<file path="config.mk">
export PLATFORM = sky130hd
export DESIGN_NAME = chol_ctrl
export DESIGN_NICKNAME = d
export VERILOG_FILES = /design/src/hdl/chol_pkg.sv /design/src/hdl/chol_ctrl.sv
export SDC_FILE = /design/constraint.sdc
export NUM_CORES = 1
export LEC_CHECK = 0
export ABC_AREA = 1
export CAP_MARGIN = 10
export CORE_MARGIN = 8
export CORE_UTILIZATION = 45
export CTS_CLUSTER_SIZE = 25
export DETAILED_ROUTE_END_ITERATION = 16
export DONT_BUFFER_PORTS = 1
export PLACE_DENSITY_LB_ADDON = 0.3
export SYNTH_ARGS = -nofsm -noshare
export SYNTH_HDL_FRONTEND = slang
export SYNTH_SLANG_ARGS = --single-unit
export TNS_END_PERCENT = 100
</file>
<file path="constraint.sdc">
create_clock -name clk -period 3.15 [get_ports clk]
set_input_delay 0.63 -clock clk [delete_from_list [all_inputs] [get_ports clk]]
set_output_delay 0.63 -clock clk [all_outputs]
set_load 0.02 [all_outputs]
</file>
<file path="src/hdl/chol_pkg.sv">
package chol_pkg;

	localparam int QFRAC = 30;
	localparam int STORE_DEPTH = 64;
	localparam int STORE_AW = 6;
	localparam int MAX_SIZE = 8;

	typedef enum logic [3:0] {
		ST_LOAD,
		ST_ENTRY,
		ST_RD_WAIT,
		ST_DOT,
		ST_DRAIN,
		ST_FIN,
		ST_SQRT,
		ST_DIV,
		ST_WRITE,
		ST_EMIT_RD,
		ST_EMIT
	} chol_state_t;

	// Commands from the controller to the datapath.
	typedef struct packed {
		logic       load_wr;
		logic       entry_init;
		logic       dot_step;
		logic       sat_fin;
		logic       sqrt_start;
		logic       div_start;
		logic       write_l;
		logic       clear_err;
		logic       emit_load;
		logic [2:0] i;
		logic [2:0] j;
		logic [2:0] k;
	} chol_cmd_t;

	// Status returned by the datapath.
	typedef struct packed {
		logic unit_done;
		logic out_busy;
	} chol_stat_t;

endpackage

</file>
<file path="src/hdl/chol_ctrl.sv">
module chol_ctrl (
	input  logic              clk,
	input  logic              arst_n,
	input  logic              s_valid,
	output logic              s_ready,
	input  logic              s_last,
	input  logic              cfg_valid,
	output logic              cfg_ready,
	input  logic [3:0]        cfg_data,
	input  chol_pkg::chol_stat_t stat,
	output chol_pkg::chol_cmd_t  cmd,
	output logic [5:0]        load_addr,
	output logic [5:0]        rd_addr,
	output logic              out_last
);
	import chol_pkg::*;

	chol_state_t state_q, state_d;
	logic [3:0] size_q;
	logic [3:0] n;
	logic [6:0] load_cnt_q;
	logic [2:0] i_q, j_q, k_q;
	logic [6:0] rowbase;
	logic s_acc;

	assign n = (size_q == 0) ? 4'd1 : ((size_q > 4'(MAX_SIZE)) ? 4'(MAX_SIZE) : size_q);
	assign cfg_ready = 1'b1;
	assign s_ready = (state_q == ST_LOAD);
	assign s_acc = s_valid && s_ready;
	assign load_addr = load_cnt_q[5:0];
	assign rowbase = 7'(i_q) * 7'(n);
	assign rd_addr = 6'(rowbase + 7'(j_q));
	assign out_last = (4'(i_q) == n - 4'd1) && (4'(j_q) == n - 4'd1);

	// Next state.
	always_comb begin
		state_d = state_q;
		unique case (state_q)
			ST_LOAD:    if (s_acc && s_last) state_d = ST_ENTRY;
			ST_ENTRY:   state_d = ST_RD_WAIT;
			ST_RD_WAIT: state_d = ST_DOT;
			ST_DOT:     if (k_q == j_q) state_d = ST_DRAIN;
			ST_DRAIN:   state_d = ST_FIN;
			ST_FIN:     state_d = (i_q == j_q) ? ST_SQRT : ST_DIV;
			ST_SQRT:    state_d = ST_WRITE;
			ST_DIV:     state_d = ST_WRITE;
			ST_WRITE:   if (stat.unit_done)
				state_d = (i_q == j_q && 4'(i_q) == n - 4'd1) ? ST_EMIT_RD : ST_ENTRY;
			ST_EMIT_RD: state_d = ST_EMIT;
			ST_EMIT:    if (!stat.out_busy) state_d = out_last ? ST_LOAD : ST_EMIT_RD;
			default:    state_d = ST_LOAD;
		endcase
	end

	// Command outputs.
	always_comb begin
		cmd = '0;
		cmd.i = i_q;
		cmd.j = j_q;
		cmd.k = k_q;
		unique case (state_q)
			ST_LOAD:    begin
				cmd.load_wr = s_acc && !load_cnt_q[6];
				cmd.clear_err = s_acc && s_last;
			end
			ST_RD_WAIT: cmd.entry_init = 1'b1;
			ST_DOT:     cmd.dot_step = (k_q != j_q);
			ST_FIN:     cmd.sat_fin = 1'b1;
			ST_SQRT:    cmd.sqrt_start = 1'b1;
			ST_DIV:     cmd.div_start = 1'b1;
			ST_WRITE:   cmd.write_l = stat.unit_done;
			// The factor store read port follows the emitted entry.
			ST_EMIT_RD: cmd.k = j_q;
			ST_EMIT:    begin
				cmd.k = j_q;
				cmd.emit_load = !stat.out_busy;
			end
			default:    ;
		endcase
	end

	// State, counters and configuration register.
	always_ff @(posedge clk or negedge arst_n) begin
		if (!arst_n) begin
			state_q <= ST_LOAD;
			size_q <= 4'd8;
			load_cnt_q <= '0;
			i_q <= '0;
			j_q <= '0;
			k_q <= '0;
		end else begin
			state_q <= state_d;
			if (cfg_valid && cfg_ready) size_q <= cfg_data;
			if (state_q == ST_LOAD && s_acc) begin
				if (!load_cnt_q[6]) load_cnt_q <= load_cnt_q + 7'd1;
				i_q <= '0;
				j_q <= '0;
			end
			if (state_q == ST_ENTRY) k_q <= '0;
			if (state_q == ST_DOT && k_q != j_q) k_q <= k_q + 3'd1;
			if (state_q == ST_WRITE && stat.unit_done) begin
				if (i_q == j_q) begin
					if (4'(i_q) == n - 4'd1) i_q <= '0;
					else i_q <= i_q + 3'd1;
					j_q <= '0;
				end else j_q <= j_q + 3'd1;
			end
			if (state_q == ST_EMIT && !stat.out_busy) begin
				if (out_last) begin
					i_q <= '0;
					j_q <= '0;
					load_cnt_q <= '0;
				end else if (4'(j_q) == n - 4'd1) begin
					j_q <= '0;
					i_q <= i_q + 3'd1;
				end else j_q <= j_q + 3'd1;
			end
		end
	end

`ifndef SYNTH
	a_load_only_idle: assert property (@(posedge clk) disable iff (!arst_n)
		cmd.load_wr |-> state_q == ST_LOAD)
		else $error("store write outside load");
	a_k_bound: assert property (@(posedge clk) disable iff (!arst_n)
		state_q == ST_DOT |-> k_q <= j_q)
		else $error("dot index overrun");
	a_j_bound: assert property (@(posedge clk) disable iff (!arst_n)
		state_q == ST_WRITE |-> j_q <= i_q)
		else $error("column above diagonal");
`endif

endmodule

</file>
==> Word level (Yosys, flattened, before mapping) <==
Cells that the tools add are included.
{ "op_classes": {"order_cmp": 1, "mux": 39, "addsub": 6, "n_eq_ne": 19, "reduce_logical": 18, "multipliers": 1} }
{ "op_table": {"columns": ["operator", "n"], "rows": [
  ["$mux 3", 16],
  ["$pmux 4 s10", 1],
  ["$mux 4", 8],
  ["$mux 7", 4],
  ["$eq 4x3->1 const B", 4],
  ["$eq 4x4->1 const B", 3],
  ["$mux 1", 10],
  ["$add 3x1->3 const B", 3],
  ["$logic_and 1x1->1", 9],
  ["$eq 3x4->1", 2],
  ["$eq 4x2->1 const B", 2],
  ["$logic_not 4->1", 2],
  ["$add 7x1->7 const B", 1],
  ["$add 6x3->6", 1],
  ["$eq 3x3->1", 2],
  ["$mul 3x4->6", 1],
  ["$ne 2x2->1 const B", 3],
  ["$eq 4x1->1 const B", 1],
  ["$gt 4x4->1 const B", 1],
  ["$reduce_and 4->1", 1],
  ["$reduce_or 2->1", 2],
  ["$sub 4x1->4 const B", 1],
  ["$ne 3x3->1", 1],
  ["$reduce_bool 3->1", 1],
  ["other kinds (3)", 4]
]} }
{ "word_totals": {"elab_cells": 90, "ff_bits": 24, "out_inout_bits": 33} }

==> Logic depth before layout (Yosys ltp) <==
Gate-level depths: netlist (run 1).
{ "logic_depth": {"depth_word": 11, "depth_mapped": 14} }

==> Worst setup path before layout (run 1) <==
Ideal clock, no wire load.
{ "synth_path": {"path_kind": "flip-flop to output port", "from": "register size_q[2]", "to": "output port rd_addr[5]", "slack_ns": -0.454, "path_stages_with_launch": 13, "n_path_buf": 0, "required_ns": 2.520, "arrival_time_ns": 2.974, "cell_sequence": "dfrtp_1 -> o21ai_1 -> nand2_1 -> inv_1 -> nand2_1 -> fa_1 -> inv_1 -> fa_1 -> fa_1 -> nand2_1 -> nand2_1 -> a21oi_1 -> xor2_1"} }
{ "synth_between": {"elab_chain_len": 5, "word_cells_on_any_way": 6, "cone_classes": "add/sub: 1; mul: 1; order compare: 1; mux: 2; reduce/logical: 1"} }
{ "synth_lines": {"columns": ["item", "line_no", "text"], "rows": [
  ["start: declaration", "chol_ctrl.sv:19", "logic [3:0] size_q;"],
  ["start signal: assignment", "chol_ctrl.sv:93", "if (cfg_valid && cfg_ready) size_q <= cfg_data;"],
  ["$gt 4x4->1", "chol_ctrl.sv:26", "assign n = (size_q == 0) ? 4'd1 : ((size_q > 4'(MAX_SIZE)) ? 4'(MAX_SIZE) : size_q);"],
  ["$mux 4", "chol_ctrl.sv:26", null],
  ["$mux 4 (*)", "chol_ctrl.sv:26", null],
  ["$mul 3x4->6 (*)", "chol_ctrl.sv:31", "assign rowbase = 7'(i_q) * 7'(n);"],
  ["$add 6x3->6 (*)", "chol_ctrl.sv:32", "assign rd_addr = 6'(rowbase + 7'(j_q));"],
  ["end: declaration", "chol_ctrl.sv:13", "output logic [5:0] rd_addr,"]
]} }
Every way passes the cells marked *; elsewhere a longest branch is shown, timed or not.

==> Final worst setup path (run 1) <==
{ "layout_path": {"from": "register size_q[1]", "to": "output port rd_addr[5]"} }
The elaborated chain is that of the path after synthesis.

==> results.md, run 1 <==
- Status: finished, violations left
- Violations in the final reports: setup timing
- Reg2Reg Depth: 10
- CORE AREA: 4410 um^2
- Netlist cell types: 32
- Top cells by area, synth: dfrtp_1, nand2_1, ha_1
- Crit Path Class: flop to primary output
- Crit path from: size_q[1]
- GR peak layer: met2
- Die X: 84.1 um
- Total CTS buffers: 3
- Hold_buf cts: 0
- Sw frac: 48.0%
- Ys flop type: dfrtp_1
- Final setup violating endpoints: 4
- Worst Tran Pin Value: 0.662 ns
- Antenna violations before repair: 0
- Critical Path RT: 2.52 ns
- Most frequent cell after synthesis: nand2_1
- Fin crit share: 114%
- Clock Power Share: 16.2%
- Global route overflow: 0
- Arrival time worst endpoint: 2.96 ns
- Overall Global Routing Usage: 13.8%
- HPWL after DPL: 3830 um
- Final Hold Slack: 0.0381 ns
- Initial Utilization: 47.3%
- Vias per cell: 5.13
- Initial DRT Pass Iterations: 4
- Met1 Use GR: 15.9%
- I/O Pins: 44
- # rows: 24
- Synth warn: 0
- Slowest-stage cell, CP: fa_1
- Gate Count Post-Synth: 279
- P_int: 888 uW
- Power Density: 693 nW/um^2
- Clk Latency, worst-skew pair: 0.27 ns
- Sum Neg Setup Slack: -1.03 ns
- Max Cap Viol: 0
- Mapped Area: 2090 um^2
- Fin nets: 335
- CP endpoint: rd_addr[5]
- Worst vdd ir: 479 uV
- R2R Path End: load_cnt_q[5]
- Minimum clock period: 3.59 ns
- Synth Area per Inst: 7.48 um^2
- H-Tree Depth: 1
- Met3 usage: 3.22%
- CTS tree: built
- # diodes: 0
- Global Route met2 Usage: 24.6%
- Reg2Reg Setup Slack: 1.14 ns
- Die height: 84.1 um
- Delay of the slowest critical-path stage: 0.47 ns
- First-pass GRT wire length: 8290 um
- Via count: 1,820
- Worst Setup Slack post-DPL: -0.203 ns
- Share of cells above drive strength 1: 23.1%
- # fillers: 425
- CP cell instances: o21ai_2 > nand2_2 > inv_2 > nand2_2 > fa_1 > inv_1 > fa_2 > fa_2 > nand2_1 > nand2_1 > a21oi_2 > xor2_2 > buf_4
- Syn nets: 310
- Psw: 821 uW
- Static Leak: 0.00135 uW
- Die Footprint: 7070 um^2
- Combinational share of power: 53.3%
- CP max FO: 2
- Max Freq: 279 MHz
- Clock skew: 0.00510 ns
- Commonest cells post-synth: nand2_1, inv_1, dfrtp_1
- CTS Buffer Depth: 2
- Routed WL: 4840 um
- Final Hold Viols: 0
- Rel. slew slack: 55.4%
- CTS root buf: clkbuf_8
- EDFF count, synth: 0
- Setup crit start kind: flop
- Reg2Reg Launch Point: size_q[1]
- ANT nets after route: 0
- Synth area leader: dfrtp_1
- Yosys top cell area share: 27.6%
- Yosys reg bits: 24
- Worst-path clk slew: 0.09 ns
- Vias in the first global route: 1,821
- DRC Markers: 0
- Max Slew Vio Count: 0
- Seq/Total Area, Yosys: 28.9%
- Gp weighted congestion: 0.874
- Per-cell routed wire length: 13.6 um
- Pin count of the biggest net entering global routing: 25
- Worst setup slack after layout: -0.439 ns
- Clk sink count: 24
- Initial drt markers: 82
- Crit end category: primary output
- Area delta synth->final: 18.2%
- Worst min path class: input port to asynchronous set/reset pin
- Seq pwr share: 30.5%
- # port buffers: 0
- Unrepaired setup endpoints after global routing: true
- Async set-reset flop share out of synthesis: 100%
-- critical path, delay by kind of cell (launching register included) --
family / cells / cell delay, ns
adder cells (fa/ha/maj): 3 / 1.30
AO/OA/AOI/OAI: 2 / 0.35
flip-flops: 1 / 0.39
XOR/XNOR: 1 / 0.14
buffers and inverters: 3 / 0.26
AND/OR/NAND/NOR: 4 / 0.26
-- layer usage --
layer | routed length [um] | vias to the layer above
li1 | - | 920
met4 | 49 | 0
met1 | 2030 | 861
met3 | 273 | 4
met2 | 2490 | 35
met5 | 0 | -
-- worst min path at each step --
stage | endpoint | slack [ns] | cells after the start | from
2_1_floorplan | i_q[0] | 0.33 | 0 | arst_n
3_3_place_gp | state_q[1] | 0.34 | 0 | arst_n
3_5_place_dp | state_q[1] | 0.33 | 0 | arst_n
4_1_cts | state_q[1] | 0.04 | 0 | arst_n
5_1_grt | state_q[1] | 0.02 | 0 | arst_n
6_report | state_q[1] | 0.04 | 0 | arst_n
-- power groups by stage --
stage	registers, uW	clock network, uW	logic (uW)
floorplan	495	0	746
global placement	527	0	872
detailed placement	528	0	886
CTS	522	282	914
global route	536	296	1020
finish	522	277	910
-- cells by family (layout without fill, tap and decap cells) --
family	count (synthesis)	count (layout)	synth area share, %
AOI/OAI and AO/OA	28	28	7.56
xor gates and xnor gates	18	18	7.56
adders and majority gates	20	20	13.4
buffers and inverters	57	81	11.7
DFF	24	24	28.9
muxes	2	2	1.08
other	1	1	0.180
and+or+nand+nor	129	129	29.6
-- layout make-up --
class / instances / area (um^2) / area share [%]
clock inverter: 1 / 30.0 / 1.22
sequential: 24 / 602 / 24.4
multi-input combinational: 198 / 1330 / 53.8
timing repair buffer: 30 / 225 / 9.13
tap: 52 / 65.1 / 2.64
inverter: 47 / 176 / 7.15
clock buffer: 3 / 41.3 / 1.67
-- state kept, by name (all words and copies together) (netlist names) --
register and cells:
size_q 4, j_q 3, load_cnt_q 7, k_q 3
i_q 3, state_q 4
-- timing repair --
action                     in CTS  in global routing
hold endpoints to repair        0                  0
resized for setup               5                  6
setup buffers                   6                  0
setup endpoints to repair       4                  4
pin swaps                       3                  3
-- cells in the final DEF (no fill, tap or decap), drive strengths merged, types with 3 or more instances in the layout --
cell,netlist,final
ha,16,16
o211ai,3,3
clkbuf,1,3
dfrtp,23,23
inv,47,47
nand2,73,73
o21ai,17,17
xnor2,9,9
buf,9,30
nor2,29,29
o22ai,4,4
fa,4,4
nand3,24,24
xor2,9,9
-- per-stage QoR --
stage | total power [uW] | instances | util, % | area [um^2]
after detailed placement | 1410 | 345 | 51.8 | 2280
final | 1710 | 355 | 55.9 | 2470
after global routing | 1860 | 355 | 55.9 | 2470
after global placement | 1400 | 345 | 51.8 | 2280
after CTS | 1720 | 355 | 55.2 | 2440
after floorplan | 1240 | 279 | - | 2110
Power figures use the tool's default switching activity.
==> run 2, diff against run 1 <==
--- a/config.mk
+++ b/config.mk
@@ -7,12 +7,13 @@
 export LEC_CHECK = 0
 export ABC_AREA = 1
 export CAP_MARGIN = 10
-export CORE_MARGIN = 8
+export CORE_MARGIN = 2
 export CORE_UTILIZATION = 45
 export CTS_CLUSTER_SIZE = 25
 export DETAILED_ROUTE_END_ITERATION = 16
 export DONT_BUFFER_PORTS = 1
 export PLACE_DENSITY_LB_ADDON = 0.3
+export SKIP_CTS_REPAIR_TIMING = 1
 export SYNTH_ARGS = -nofsm -noshare
 export SYNTH_HDL_FRONTEND = slang
 export SYNTH_SLANG_ARGS = --single-unit
==> run 2 against run 1 <==
The run still ends with setup timing left. Sequential share of layout area is 1.1 points higher. Die area fell by 27%. Design area is 4.2% lower. Count of clock-buffer cells in the layout rose by 1. Critical endpoint unchanged. Total power decreased by 5.7%.
==> results.md, run 2 (synthesis results as in run 1) <==
- I/O Pins: 44 (unchanged)
- Worst Setup Slack post-DPL: -0.239 ns (-0.0356 ns)
- # diodes: 0 (unchanged)
- Violations in the final reports: setup timing
- Final Hold Slack: 0.0422 ns (+0.00413 ns)
- Vias per cell: 4.98 (-2.9%)
- Worst Tran Pin Value: 0.657 ns (-0.00503 ns)
- Die X: 72.1 um (-14%)
- Initial DRT Pass Iterations: 4 (unchanged)
- Rel. slew slack: 55.9% (+0.46 points)
- Final Hold Viols: 0 (unchanged)
- # rows: 24 (unchanged)
- H-Tree Depth: 1 (unchanged)
- Worst min path class: input port to asynchronous set/reset pin
- Arrival time worst endpoint: 2.99 ns (+0.03 ns)
- Crit end category: primary output
- Routed WL: 4390 um (-9.3%)
- Fin crit share: 115% (+0.93 points)
- Setup crit start kind: flop
- DRC Markers: 0 (unchanged)
- CTS tree: built
- Static Leak: 0.00132 uW (-2.2%)
- CP max FO: 2 (unchanged)
- Total CTS buffers: 3 (unchanged)
- Max Slew Vio Count: 0 (unchanged)
- First-pass GRT wire length: 7320 um (-12%)
- Worst-path clk slew: 0.09 ns (about the same)
- Pin count of the biggest net entering global routing: 25 (unchanged)
- CTS Buffer Depth: 2 (unchanged)
- Area delta synth->final: 13.3%
- Largest Register: load_cnt_q
- Vias in the first global route: 1,676 (-8.0%)
- Max Cap Viol: 0 (unchanged)
- Worst vdd ir: 388 uV (-19%)
- CTS root buf: clkbuf_8
- Final setup violating endpoints: 4 (unchanged)
- Power Density: 682 nW/um^2 (-1.6%)
- Fin util: 53.5% (-2.3 points)
- Crit Path Class: flop to primary output
- Unrepaired setup endpoints after global routing: true
- Die Footprint: 5200 um^2 (-27%)
- Per-cell routed wire length: 12.5 um (-8.3%)
- # port buffers: 0 (unchanged)
- Sum Neg Setup Slack: -1.50 ns (-0.465 ns)
- Initial drt markers: 65 (-21%)
- Clk Latency, worst-skew pair: 0.27 ns (about the same)
- Clk sink count: 24 (unchanged)
- Fin nets: 331 (-1.2%)
- Gp weighted congestion: 0.863 (-1.3%)
- Initial Utilization: 47.3% (unchanged)
- Most frequent cells in the layout: nand2_1, inv_1, buf_4
- Global route overflow: 0 (unchanged)
- Overall Global Routing Usage: 17.6% (+3.8 points)
- Top flop regs: load_cnt_q x7, size_q x4, state_q x4
- Minimum clock period: 3.62 ns (+0.0293 ns)
- Worst setup slack after layout: -0.468 ns (-0.0293 ns)
- CORE AREA: 4410 um^2 (unchanged)
- Via count: 1,747 (-4.0%)
- Antenna violations before repair: 0 (unchanged)
- Share of cells above drive strength 1: 20.7% (-2.4 points)
- ANT nets after route: 0 (unchanged)
- Status: finished, violations left
- Commonest non-fill, non-tap cell in the layout: nand2_1
- Die height: 72.1 um (-14%)
- Critical Path RT: 2.52 ns (about the same)
- HPWL after DPL: 3540 um (-7.5%)
- Clock skew: 0.00357 ns (-0.00154 ns)
- Max Freq: 276 MHz (-0.81%)
- Max FFs per register: 7 (unchanged)
-- run 2: cell types whose count changed in the layout (fill, tap and decap cells not counted), moves of 2 or more --
cell / before / now
buf_4: 30 / 26
ha_1: 14 / 16
ha_4: 2 / 0
nand3_1: 20 / 22
-- run 2: worst max-delay path, stage by stage, from the launching register on --
cell     delay (ns)
dfrtp_1        0.40
o21ai_2        0.18
nand2_2        0.08
inv_2          0.06
nand2_2        0.04
fa_1           0.49
inv_2          0.04
fa_1           0.50
fa_2           0.36
nand2_1        0.07
nand2_1        0.06
a21oi_2        0.16
xor2_2         0.28
-- run 2: worst paths after layout --
kind	slack (ns)	cells after the start	endpoint	from
setup / recovery	-0.47	12	rd_addr[5]	size_q[1]
hold / removal	0.04	0	state_q[1]	arst_n
setup reg to reg	1.13	10	load_cnt_q[6]	size_q[1]
hold reg to reg	0.63	2	k_q[1]	k_q[1]
max in group asynchronous	2.93	0	size_q[3]	arst_n
min in group clk	0.43	1	size_q[3]	cfg_valid
-- run 2: cell type report --
cell class                      count  area (um^2)
Clock buffer                        4         55.1
Sequential cell                    24          602
Multi-Input combinational cell    198         1270
Inverter                           47          176
Tap cell                           52         65.1
Timing Repair Buffer               26          195
Fill cell                         426         2050
-- run 2: report_power, final --
| part | switching (uW) | internal (uW) |
|---|---|---|
| combinational | 573 | 306 |
| clock | 103 | 112 |
| sequential | 125 | 393 |
-- run 2: routing by layer --
layer  GRT usage, %  routed length, um
met1           23.0               2010
met3           2.50                137
met2           30.6               2210
met5              0                  0
met4           4.40                 31
-- run 2: per-stage QoR --
stage	cells	total power [uW]	area [um^2]
final	351	1610	2360
after global routing	351	1770	2360
after CTS	348	1620	2330
after detailed placement	344	1400	2280
after global placement	344	1380	2280
after floorplan	279	1240	2110
==> run 3, diff against run 2 <==
--- a/config.mk
+++ b/config.mk
@@ -13,6 +13,7 @@
 export DETAILED_ROUTE_END_ITERATION = 16
 export DONT_BUFFER_PORTS = 1
 export PLACE_DENSITY_LB_ADDON = 0.3
+export REMOVE_ABC_BUFFERS = 1
 export SKIP_CTS_REPAIR_TIMING = 1
 export SYNTH_ARGS = -nofsm -noshare
 export SYNTH_HDL_FRONTEND = slang
==> run 3 against run 2 <==
The run still ends with setup timing left. Global-route usage stayed put. Total power is 3.4% higher. Final cell count is 0.57% lower. Critical path depth stayed put. Highest routed layer unchanged. Critical path type unchanged. Design area is 1.3% higher. Routed wire length is 1.6% higher. Non-clock buffer count is 2 lower. Largest power group unchanged. Via count is 0.86% higher.
==> results.md, run 3 (synthesis results as in run 1) <==
- Arrival time worst endpoint: 2.96 ns (-0.03 ns)
- Overall Global Routing Usage: 17.6% (unchanged)
- Max Cap Viol: 0 (unchanged)
- Reg2Reg Launch Point: size_q[1]
- Gp weighted congestion: 0.878 (+1.7%)
- HPWL after DPL: 3500 um (-1.1%)
- Initial Utilization: 47.3% (unchanged)
- Vias in the first global route: 1,657 (-1.1%)
- CP max FO: 6 (+4)
- Power, Total: 1670 uW (+3.4%)
- DRC Markers: 0 (unchanged)
- Clock skew: 0.00147 ns (-0.00209 ns)
- Most frequent cells in the layout: nand2_1, inv_1, buf_4
- Max Freq: 279 MHz (+0.79%)
- # rows: 24 (unchanged)
- # fillers: 422 (-0.94%)
- Reg2Reg Setup Slack: 1.12 ns (about the same)
- Area delta synth->final: 14.8%
- Max FFs per register: 7 (unchanged)
- Max Slew Vio Count: 0 (unchanged)
- # port buffers: 0 (unchanged)
- Global route overflow: 0 (unchanged)
- Clk sink count: 24 (unchanged)
- Share of cells above drive strength 1: 21.5% (+0.81 points)
- Via count: 1,762 (+0.86%)
- Sum Neg Setup Slack: -1.08 ns (+0.416 ns)
- First-pass GRT wire length: 7320 um (unchanged)
- Status: finished, violations left
- Crit Path Class: flop to primary output
- H-Tree Depth: 1 (unchanged)
- Clk Latency, worst-skew pair: 0.27 ns (about the same)
- Worst-path clk slew: 0.09 ns (about the same)
- I/O Pins: 44 (unchanged)
- CORE AREA: 4410 um^2 (unchanged)
- Fin crit share: 114% (-0.90 points)
- CTS root buf: clkbuf_8
- Worst Tran Pin Value: 0.655 ns (-0.00203 ns)
- Commonest non-fill, non-tap cell in the layout: nand2_1
- Power Density: 696 nW/um^2 (+2.1%)
- Top flop regs: load_cnt_q x7, size_q x4, state_q x4
- Fin nets: 329 (-0.60%)
- Rel. slew slack: 55.9% (about the same)
- Total CTS buffers: 3 (unchanged)
- # diodes: 0 (unchanged)
- Worst setup slack after layout: -0.440 ns (+0.0282 ns)
- Worst min path class: input port to asynchronous set/reset pin
- Critical Path RT: 2.52 ns (about the same)
- Setup crit start kind: flop
- Routed WL: 4460 um (+1.6%)
- ANT nets after route: 0 (unchanged)
- Die Footprint: 5200 um^2 (unchanged)
- Pin count of the biggest net entering global routing: 25 (unchanged)
- R2R Path End: load_cnt_q[6]
- Final setup violating endpoints: 4 (unchanged)
- CTS tree: built
- Vias per cell: 5.05 (+1.4%)
- Per-cell routed wire length: 12.8 um (+2.2%)
- Minimum clock period: 3.59 ns (-0.0282 ns)
- Largest Register: load_cnt_q
- Static Leak: 0.00131 uW (-0.50%)
- Initial DRT Pass Iterations: 4 (unchanged)
- Antenna violations before repair: 0 (unchanged)
- Final Hold Viols: 0 (unchanged)
- Initial drt markers: 42 (-35%)
- Die height: 72.1 um (unchanged)
- Crit end category: primary output
- CTS Buffer Depth: 2 (unchanged)
- Reg2Reg Depth: 12 (+2)
- Die X: 72.1 um (unchanged)
- Violations in the final reports: setup timing
- Worst vdd ir: 467 uV (+20%)
- Unrepaired setup endpoints after global routing: true
## run 3: area by class of cell
| cell class | instances | area, um^2 | share of cell area, % |
|---|---|---|---|
| tap | 52 | 65.1 | 2.72 |
| clock buffer | 3 | 41.3 | 1.72 |
| timing repair buffer | 24 | 180 | 7.52 |
| inverter | 47 | 176 | 7.37 |
| multi-input combinational | 198 | 1300 | 54.3 |
| sequential | 24 | 602 | 25.1 |
| clock inverter | 1 | 30.0 | 1.25 |
## run 3: per-layer routing
metal  wire length [um]  track usage (%)  share of wire (%)  vias up
met1               2060             23.2                 46      816
met2               2140             29.5                 48       35
met4                 44             4.40               0.99        0
li1                   -                -                  -      906
met5                  0                0                  0        -
met3                213             3.61                4.8        5
## run 3: power by group
| part | internal [uW] | total [uW] | switching (uW) |
|---|---|---|---|
| Sequential | 393 | 518 | 125 |
| Combinational | 303 | 877 | 573 |
| Clock | 170 | 272 | 102 |
| Total | 866 | 1670 | 800 |
## run 3: critical path: stages (launching register included)
cell     delay (ns)
dfrtp_1        0.37
buf_4          0.11
buf_4          0.13
nand3_2        0.09
fa_1           0.53
inv_1          0.05
fa_2           0.44
fa_2           0.35
nand2_1        0.06
nand2_1        0.07
a21oi_2        0.15
xor2_1         0.16
buf_4          0.16
## run 3: how the worst max path moves through the flow
stage | startpoint | to | slack [ns] | cells after the start
after floorplan | size_q[2] | rd_addr[5] | -0.46 | 12
after global placement | size_q[2] | rd_addr[5] | -0.34 | 13
after detailed placement | size_q[2] | rd_addr[5] | -0.44 | 13
after CTS | size_q[2] | rd_addr[5] | -0.76 | 13
after global routing | size_q[1] | rd_addr[5] | -0.58 | 13
final | size_q[2] | rd_addr[5] | -0.44 | 12
## run 3: metrics by stage
stage / util, % / cells / area, um^2 / setup slack (ns) / hold WS [ns]
after floorplan: - / 269 / 2020 / -0.465 / 0.334
after global placement: 50.9 / 343 / 2250 / -0.336 / 0.335
after detailed placement: 50.9 / 343 / 2250 / -0.442 / 0.335
after CTS: 52.6 / 347 / 2320 / -0.756 / 0.0373
after global routing: 54.3 / 349 / 2390 / -0.583 / 0.0251
final: 54.3 / 349 / 2390 / -0.440 / 0.0452
